<file path="src/rtl/core/spc_pkg.sv">
`timescale 1ns / 1ps

package spc_pkg;

    localparam int DATA_WIDTH_DEF = 16;
    localparam int QUEUE_DEPTH    = 4;

    // hit, first sign, first |v.d|, second sign, second |v.d|, |d|^2, d, v1, v2
    function automatic int entry_width(input int w);
        return 15 * w + 3;
    endfunction

endpackage

</file>
<file path="src/rtl/core/spc_queue.sv">
`timescale 1ns / 1ps

module spc_queue #(
    parameter int WIDTH = spc_pkg::entry_width(spc_pkg::DATA_WIDTH_DEF),
    parameter int DEPTH = spc_pkg::QUEUE_DEPTH
) (
    input  logic             clk,
    input  logic             rst_n,
    input  logic             push,
    input  logic [WIDTH-1:0] push_data,
    output logic             full,
    input  logic             pop,
    output logic [WIDTH-1:0] pop_data,
    output logic             empty
);

    localparam int PW = (DEPTH > 1) ? $clog2(DEPTH) : 1;
    localparam int CW = $clog2(DEPTH + 1);

    logic [WIDTH-1:0] slot_reg [DEPTH];
    logic [PW-1:0]    wr_ptr_reg;
    logic [PW-1:0]    wr_ptr_next;
    logic [PW-1:0]    rd_ptr_reg;
    logic [PW-1:0]    rd_ptr_next;
    logic [CW-1:0]    count_reg;
    logic [CW-1:0]    count_next;

    assign full     = (count_reg == CW'(DEPTH));
    assign empty    = (count_reg == '0);
    assign pop_data = slot_reg[rd_ptr_reg];

    always_comb
    begin
        wr_ptr_next = wr_ptr_reg;
        rd_ptr_next = rd_ptr_reg;
        count_next  = count_reg;
        if (push)
            wr_ptr_next = (wr_ptr_reg == PW'(DEPTH - 1)) ? '0 : wr_ptr_reg + 1'b1;
        if (pop)
            rd_ptr_next = (rd_ptr_reg == PW'(DEPTH - 1)) ? '0 : rd_ptr_reg + 1'b1;
        if (push && !pop)
            count_next = count_reg + 1'b1;
        else if (pop && !push)
            count_next = count_reg - 1'b1;
    end

    always_ff @(posedge clk or negedge rst_n)
    begin
        if (!rst_n)
        begin
            wr_ptr_reg <= '0;
            rd_ptr_reg <= '0;
            count_reg  <= '0;
        end
        else
        begin
            wr_ptr_reg <= wr_ptr_next;
            rd_ptr_reg <= rd_ptr_next;
            count_reg  <= count_next;
        end
    end

    always_ff @(posedge clk)
    begin
        if (push)
            slot_reg[wr_ptr_reg] <= push_data;
    end

    a_count_bound: assert property (@(posedge clk) disable iff (!rst_n)
        count_reg <= CW'(DEPTH))
        else $error("queue count beyond depth");

    a_no_overflow: assert property (@(posedge clk) disable iff (!rst_n)
        push |-> (!full || pop))
        else $error("transfer into a full queue");

    a_no_underflow: assert property (@(posedge clk) disable iff (!rst_n)
        pop |-> !empty)
        else $error("pop from an empty queue");

    a_count_step: assert property (@(posedge clk) disable iff (!rst_n)
        (push && !pop) |=> count_reg == $past(count_reg) + 1'b1)
        else $error("queue count did not follow a transfer");

endmodule

</file>
<file path="config.mk">
export PLATFORM = sky130hd
export DESIGN_NAME = spc_queue
export DESIGN_NICKNAME = d
export VERILOG_FILES = /design/src/rtl/core/spc_pkg.sv /design/src/rtl/core/spc_queue.sv
export SDC_FILE = /design/constraint.sdc
export NUM_CORES = 1
export LEC_CHECK = 0
export BUFFER_PORTS_ARGS = -buffer_cell sky130_fd_sc_hd__buf_4
export CORE_AREA = 2 2 414 293
export CTS_CLUSTER_DIAMETER = 60
export DETAILED_ROUTE_END_ITERATION = 7
export DIE_AREA = 0 0 416 295
export PLACE_DENSITY_LB_ADDON = 0.1
export SYNTH_ARGS = -nofsm -noshare
export SYNTH_HDL_FRONTEND = slang
export SYNTH_SLANG_ARGS = --single-unit
export TNS_END_PERCENT = 50
</file>
<file path="constraint.sdc">
create_clock -name clk -period 6.8 [get_ports clk]
set_input_delay 0.34 -clock clk [delete_from_list [all_inputs] [get_ports clk]]
set_output_delay 0.34 -clock clk [all_outputs]
set_load 0.05 [all_outputs]
</file>
[After elaboration in Yosys (flattened, before gate mapping)]
Memories as Yosys holds them, arrays and structs flattened.
Index checks and enable logic that the tools add are counted.
Word-level totals
  register bits after elaboration: 7
  input bits: 247
  word-level logic and storage cells: 23
  memory bits (writable): 972
  output and inout port bits: 245
  memories kept: 1
Memory list
  slot_reg: depth 4, bits a word 243, read ports 1, clocked after Yosys merged registers in 0, write ports 1, RTL line spc_queue.sv:20  | logic [WIDTH-1:0] slot_reg [DEPTH];
Operators by class
  eq/ne operators: 3
  add/sub/neg operators: 4
  multiplexer cells: 6
  reductions and logical operators: 6
Operator list (number)
  3-bit two-way mux: 2
  2-bit by 1-bit adder with 2-bit output (second input constant): 2
  2-bit == test (second input constant): 2
  2-bit two-way mux: 2
  3-bit by 1-bit adder with 3-bit output (second input constant): 1
  3-bit == test (second input constant): 1
  3-bit logical NOT: 1
  3-bit by 1-bit subtractor with 3-bit output (second input constant): 1
  1-bit logical AND: 2
  1-bit logical NOT: 2
  1-bit two-way mux: 2
  2-bit nonzero test: 1

[Depth between registers and ports, before layout]
Gate-level depths: netlist of run 1.
  depth in word-level cells: 4
  depth in mapped cells: 7
  depth with buffers taken out: 7

[Least setup slack after synthesis of run 1]
OpenSTA, ideal clock, no wires.
  path type: reg2reg
  start: register wr_ptr_reg[0]
  end: memory slot_reg[2][0] in the netlist's numbering (enable)
  data required time: 6.167 ns
  slack: 0.032 ns
  cell stages (with the launch flop): 4
  library setup time: 0.633 ns
  clock period less this slack: 6.768 ns
  path buffers: 0
  data arrival time: 6.135 ns
  cells stage by stage: dfrtp_1 inv_1 ha_1 and2_1
RTL lines
  start: declaration: RTL line spc_queue.sv:21  | logic [PW-1:0] wr_ptr_reg;
  start signal: assignment: RTL line spc_queue.sv:57  | wr_ptr_reg <= wr_ptr_next;
  end: declaration: RTL line spc_queue.sv:20
No word-level cell before the write port.

[Final worst setup path of run 1]
  start: register rd_ptr_reg[0]
  end: output pop_data[170]
On the way
  word-level cells in the longest chain between the ends: 1
RTL lines
  start: declaration: RTL line spc_queue.sv:23  | logic [PW-1:0] rd_ptr_reg;
  start signal: assignment: RTL line spc_queue.sv:58  | rd_ptr_reg <= rd_ptr_next;
  memory 4 x 243 bit
  end: declaration: RTL line spc_queue.sv:13  | output logic [WIDTH-1:0] pop_data,
No other way between the ends.

==> impl_metrics.yaml, run 1 <==
outcome:
  status: "finished clean"
critical_path:
  r2r_cells: 4
  ff2ff_setup_slack_ns: 4.10
  crit_required_ns: 6.46
  crit_type: "reg -> out"
  r2r_end: "slot_reg[2][147]"
  crit_arrival_ns: 3.49
  cp-startpoint: "rd_ptr_reg[0]"
  start_kind: "flop"
  crit_fanout: 43
  end_kind: "primary output"
  timing.rr.start: "wr_ptr_reg[0]"
timing:
  hold_viol: 0
  setup_violations: 0
  setup_ws_ns: 2.97
  whs_ns: 0.0986
  fin_skew_ns: 0.0362
  rsz0062_at_grt: "false"
  setup-tns-final_ns: 0
  finalMaxSlewViolations: 0
  fmax_mhz: 261
  period_share: 0.564
  tightest_slew_ns: 1.07
  fin_crit_ns: 3.83
  relSlewSlack: 0.284
finish:
  fillCellCount: 10700
  fin_nets: 2367
  area_growth_pct: 32.7
  layout_common_cells: "edfxtp_1, buf_4, dlygate4sd3_1"
  layout_commonest_cell: "edfxtp_1"
  largest_reg_flops: 972
  drive_above_1_share: 0.419
drt:
  drtIter0Drc: 931
  num_vias: 16800
  drc: 0
  routedWlPerCell_um: 22.5
  drt-total-wl_mm: 84.7
  ant_nets: 0
  routed_via_density: 4.44
  drt-pass1-iter-count: 4
synth:
  syn_nets: 1560
  synth_top_cell_by_area: "edfxtp_1"
  ys_top_cells_by_area: "edfxtp_1, mux4_2, dfrtp_1"
  syn_avg_cell_area_um2: 27.1
  ys_ff_latch: 979
  ys_warn_count: 0
  synthCells: 1306
  ys_types: 19
  synth_top_area_frac: 0.825
  synth_area_um2: 35400
  ys_seq_area_frac: 0.830
power_and_ir_drop:
  p_leak_nw: 15.9
  pwr-share-clk: 0.257
  ir_drop_v: 0.000288
  switchingPower_mw: 8.51
  combPwrFrac: 0.387
  power_density_nw_per_um2: 480
  power_frac_seq: 0.357
  sw_frac_of_total: 0.378
  p_int_mw: 14.0
die:
  boundaryPins: 492
  core-area_um2: 119000
  row_count: 106
  dieWidth_um: 416
  dieHeight_um: 295
  dieArea_um2: 123000
  initial_utilization: 0.298
cts:
  cts-root-buf: "clkbuf_16"
  cts_resized: 0
  cts_hold_buf: 246
  cts-buffers-inserted: 105
  clockBufferDepth: 3
  tritoncts: "built"
  clkSinkCount: 979
  cts_setup_buffers: 0
  clk_latency_ns: 0.67
  htreeDepth: 3
  path_clk_slew_ns: 0.06
grt:
  grt_pass1_vias: 18400
  antenna_found_initial: 9
  grt_max_degree: 117
  overflow: 0
  grt_pass1_wl_mm: 123
  grt_usage: 0.136
placed_design:
  dp_hpwl_mm: 49.2
  gp_congestion: 0.683
  portBuffers: 491
  place_ws_ns: 3.48
worst_hold_path:
  hold_path.class: "in -> async"
flow_run:
  drv_cap: 0
worst max-delay path: stages (launching register included):
cell	delay [ns]
dfrtp_4	1.00
buf_4	0.83
mux4_2	0.65
buf_4	0.22
worst max path at each step:
stage               slack [ns]              to
floorplan                 0.03  slot_reg[2][0]
global placement          3.51   pop_data[170]
detailed placement        3.48   pop_data[170]
CTS                       2.71   pop_data[170]
global route              2.61   pop_data[170]
finish                    2.97   pop_data[170]
logic make-up after synthesis:
group / after synthesis / synth area share
and+or+nand+nor: 11 / 0.00159
muxes: 246 / 0.156
buffers and inverters: 58 / 0.00954
xor gates and xnor gates: 3 / 0.000742
DFF: 979 / 0.830
adders and majority gates: 7 / 0.00269
AOI/OAI and AO/OA: 2 / 0.000283
power groups by stage:
stage | combinational, mW | clock (mW) | sequential [mW]
2_1_floorplan | 6.20 | 0 | 8.24
3_3_place_gp | 8.85 | 0 | 8.15
3_5_place_dp | 8.84 | 0 | 8.19
4_1_cts | 8.99 | 5.99 | 8.06
5_1_grt | 9.14 | 6.23 | 8.13
6_report | 8.72 | 5.79 | 8.04
cell type report:
cell class / instances / area [um2] / area share
Inverter: 4 / 15.0 / 0.000320
Clock inverter: 76 / 842 / 0.0179
Timing Repair Buffer: 754 / 6390 / 0.136
Tap cell: 1566 / 1960 / 0.0417
Multi-Input combinational cell: 269 / 5700 / 0.121
Sequential cell: 979 / 29400 / 0.625
Clock buffer: 121 / 2690 / 0.0572
Antenna cell: 3 / 7.51 / 0.000160
layer usage:
metal,track usage,up-vias,share of wire
met4,0.0399,6,0.024
met2,0.236,378,0.51
li1,-,7342,-
met5,0,-,0.00040
met1,0.168,8898,0.41
met3,0.0351,132,0.053
through the flow:
stage	power, mW	area [um2]	utilization	instances
global placement	17.0	41000	0.345	3326
detailed placement	17.0	41000	0.345	3326
CTS	23.0	47000	0.396	3769
floorplan	14.4	35400	-	1306
finish	22.5	47000	0.396	3772
global route	23.5	47000	0.396	3772
cells in the mapped netlist:
master / number
inv_1: 4
buf_6: 6
clkbuf_1: 8
edfxtp_1: 972
nand2_1: 2
nor3b_1: 1
and2_1: 4
ha_1: 6
o21ai_0: 2
xor2_1: 2
buf_4: 10
dfrtp_1: 7
xnor2_1: 1
mux2_2: 3
nor3_1: 1
nor2_1: 3
mux4_2: 243
fa_1: 1
buf_2: 30
No activity file was read; power rests on OpenSTA's default activity.
==> run 2: changes to the inputs <==
Clock period 6.8 ns to 3.2 ns, I/O delays scaled along.
==> run 2 against run 1 <==
Net effect:
- sequential share of layout area down 0.24 points
- non-clock buffer count up 29
- critical endpoint is now pop_data[91]
- worst setup slack got worse by 2.6 ns
- largest cell class unchanged
- highest routed layer unchanged
- cell count grew 0.48%
- combinational power increased by 120%
- wire length rose by 1.9%
- sequential power rose by 110%
- sequential cell count stayed put
- count of clock-buffer cells in the layout increased by 9
==> impl_metrics.yaml, run 2 (synthesis gave the netlist of run 1 again) <==
drt:
  drt-total-wl_mm: 86.3
  routedWlPerCell_um: 22.8
  drc: 0
  drt-pass1-iter-count: 4
  routed_via_density: 4.44
  drtIter0Drc: 738
  ant_nets: 0
  num_vias: 16800
grt:
  grt_pass1_vias: 18400
  grt_pass1_wl_mm: 124
  overflow: 0
  grt_max_degree: 74
  antenna_found_initial: 4
  grt_usage: 0.139
critical_path:
  start_kind: "flop"
  crit_fanout: 73
  ff2ff_setup_slack_ns: 1.17
  r2r_end: "slot_reg[2][93]"
  crit_type: "reg -> out"
  timing.rr.start: "wr_ptr_reg[0]"
  worstPathCellList: "buf_12 -> mux4_2 -> buf_4"
  cp_top_family: "flip-flops"
  crit_path_top_delay_cell: "dfrtp_4"
  critPathBufInv: 2
  r2r_cells: 4
  crit_required_ns: 3.04
  end_kind: "primary output"
  cpPeakStageDelay_ns: 0.80
  crit_arrival_ns: 2.68
  cp-startpoint: "rd_ptr_reg[1]"
worst_hold_path:
  hp-start: "push_data[8]"
  min_delay_path_depth: 2
  hold_path.class: "in -> reg"
  hold_path_end: "slot_reg[0][8]"
die:
  dieWidth_um: 416
  dieHeight_um: 295
  boundaryPins: 492
  dieArea_um2: 123000
  row_count: 106
  initial_utilization: 0.298
  core-area_um2: 119000
cts:
  clkSinkCount: 979
  clockBufferDepth: 3
  tritoncts: "built"
  clk_latency_ns: 0.67
  cts-buffers-inserted: 103
  cts-root-buf: "clkbuf_16"
  path_clk_slew_ns: 0.06
  cts_setup_buffers: 0
  htreeDepth: 3
placed_design:
  gp_congestion: 0.706
  portBuffers: 491
  placedCellCount: 3354
  dp_hpwl_mm: 53.8
outcome:
  status: "finished clean"
finish:
  layout_common_cells: "edfxtp_1, buf_4, dlygate4sd3_1"
  instances_no_fill: 3790
  largest_reg_flops: 972
  fin_util: 0.397
  layout_commonest_cell: "edfxtp_1"
  area_growth_pct: 33.2
  drive_above_1_share: 0.416
  fin_nets: 2394
  fillCellCount: 10600
timing:
  hold_viol: 0
  finalMaxSlewViolations: 0
  fin_skew_ns: 0.0262
  setup-tns-final_ns: 0
  fmax_mhz: 352
  rsz0062_at_grt: "false"
  relSlewSlack: 0.518
  fin_crit_ns: 2.84
  tightest_slew_ns: 0.723
  setup_violations: 0
  period_share: 0.887
power_and_ir_drop:
  power_density_nw_per_um2: 1010
  ir_drop_v: 0.000572
  p_leak_nw: 16.0
flow_run:
  drv_cap: 0
-- run 2: changes by cell type in the layout (fill, tap and decap cells not counted), moves of 4 or more --
cell / delta
clkinv_1: +7
clkbuf_1: +9
buf_4: +11
clkinv_2: -12
inv_6: -4
bufinv_16: -4
buf_12: +17
-- run 2: what timing repair did --
| action | in CTS | in global routing |
|---|---|---|
| endpoints found under the setup margin | 0 | 0 |
| hold buffers | 247 | 0 |
| gates resized for setup | 0 | 0 |
| endpoints found under the hold margin | 985 | 0 |
-- run 2: worst max-delay path by stage --
| stage | end | cells past startpoint |
|---|---|---|
| 6_report | pop_data[91] | 3 |
| 4_1_cts | pop_data[11] | 3 |
| 2_1_floorplan | slot_reg[1][0] | 3 |
| 5_1_grt | pop_data[76] | 3 |
| 3_3_place_gp | pop_data[11] | 3 |
| 3_5_place_dp | pop_data[11] | 3 |
-- run 2: area by class of cell --
class	count	area, um2	area share
sequential	979	29400	0.623
timing repair buffer	783	6820	0.145
multi-input combinational	269	5700	0.121
clock buffer	130	2720	0.0577
tap	1566	1960	0.0416
clock inverter	57	556	0.0118
inverter	4	15.0	0.000318
antenna	2	5.00	0.000106
-- run 2: stage by stage --
stage	setup slack [ns]	hold slack, ns	area, um2	power (mW)
2_1_floorplan	-0.814	-0.136	35400	30.3
3_3_place_gp	1.04	-0.0127	41400	36.5
3_5_place_dp	1.03	-0.0110	41400	36.6
4_1_cts	0.251	0.137	47100	48.7
5_1_grt	0.244	0.171	47200	49.7
6_report	0.362	0.231	47200	47.6
-- run 2: layer usage --
layer	wire length, um	vias up	global-route usage	share of wire
li1	-	7386	-	-
met1	35700	8970	0.170	0.41
met2	44800	338	0.243	0.52
met3	4110	130	0.0357	0.048
met4	1800	4	0.0372	0.021
met5	27	-	0	0.00031
-- run 2: where the power goes --
group | leakage, nW | switching (mW) | internal (mW)
Clock | 1.59 | 4.79 | 6.80
Combinational | 5.37 | 12.7 | 6.45
Sequential | 9.01 | 0.534 | 16.4
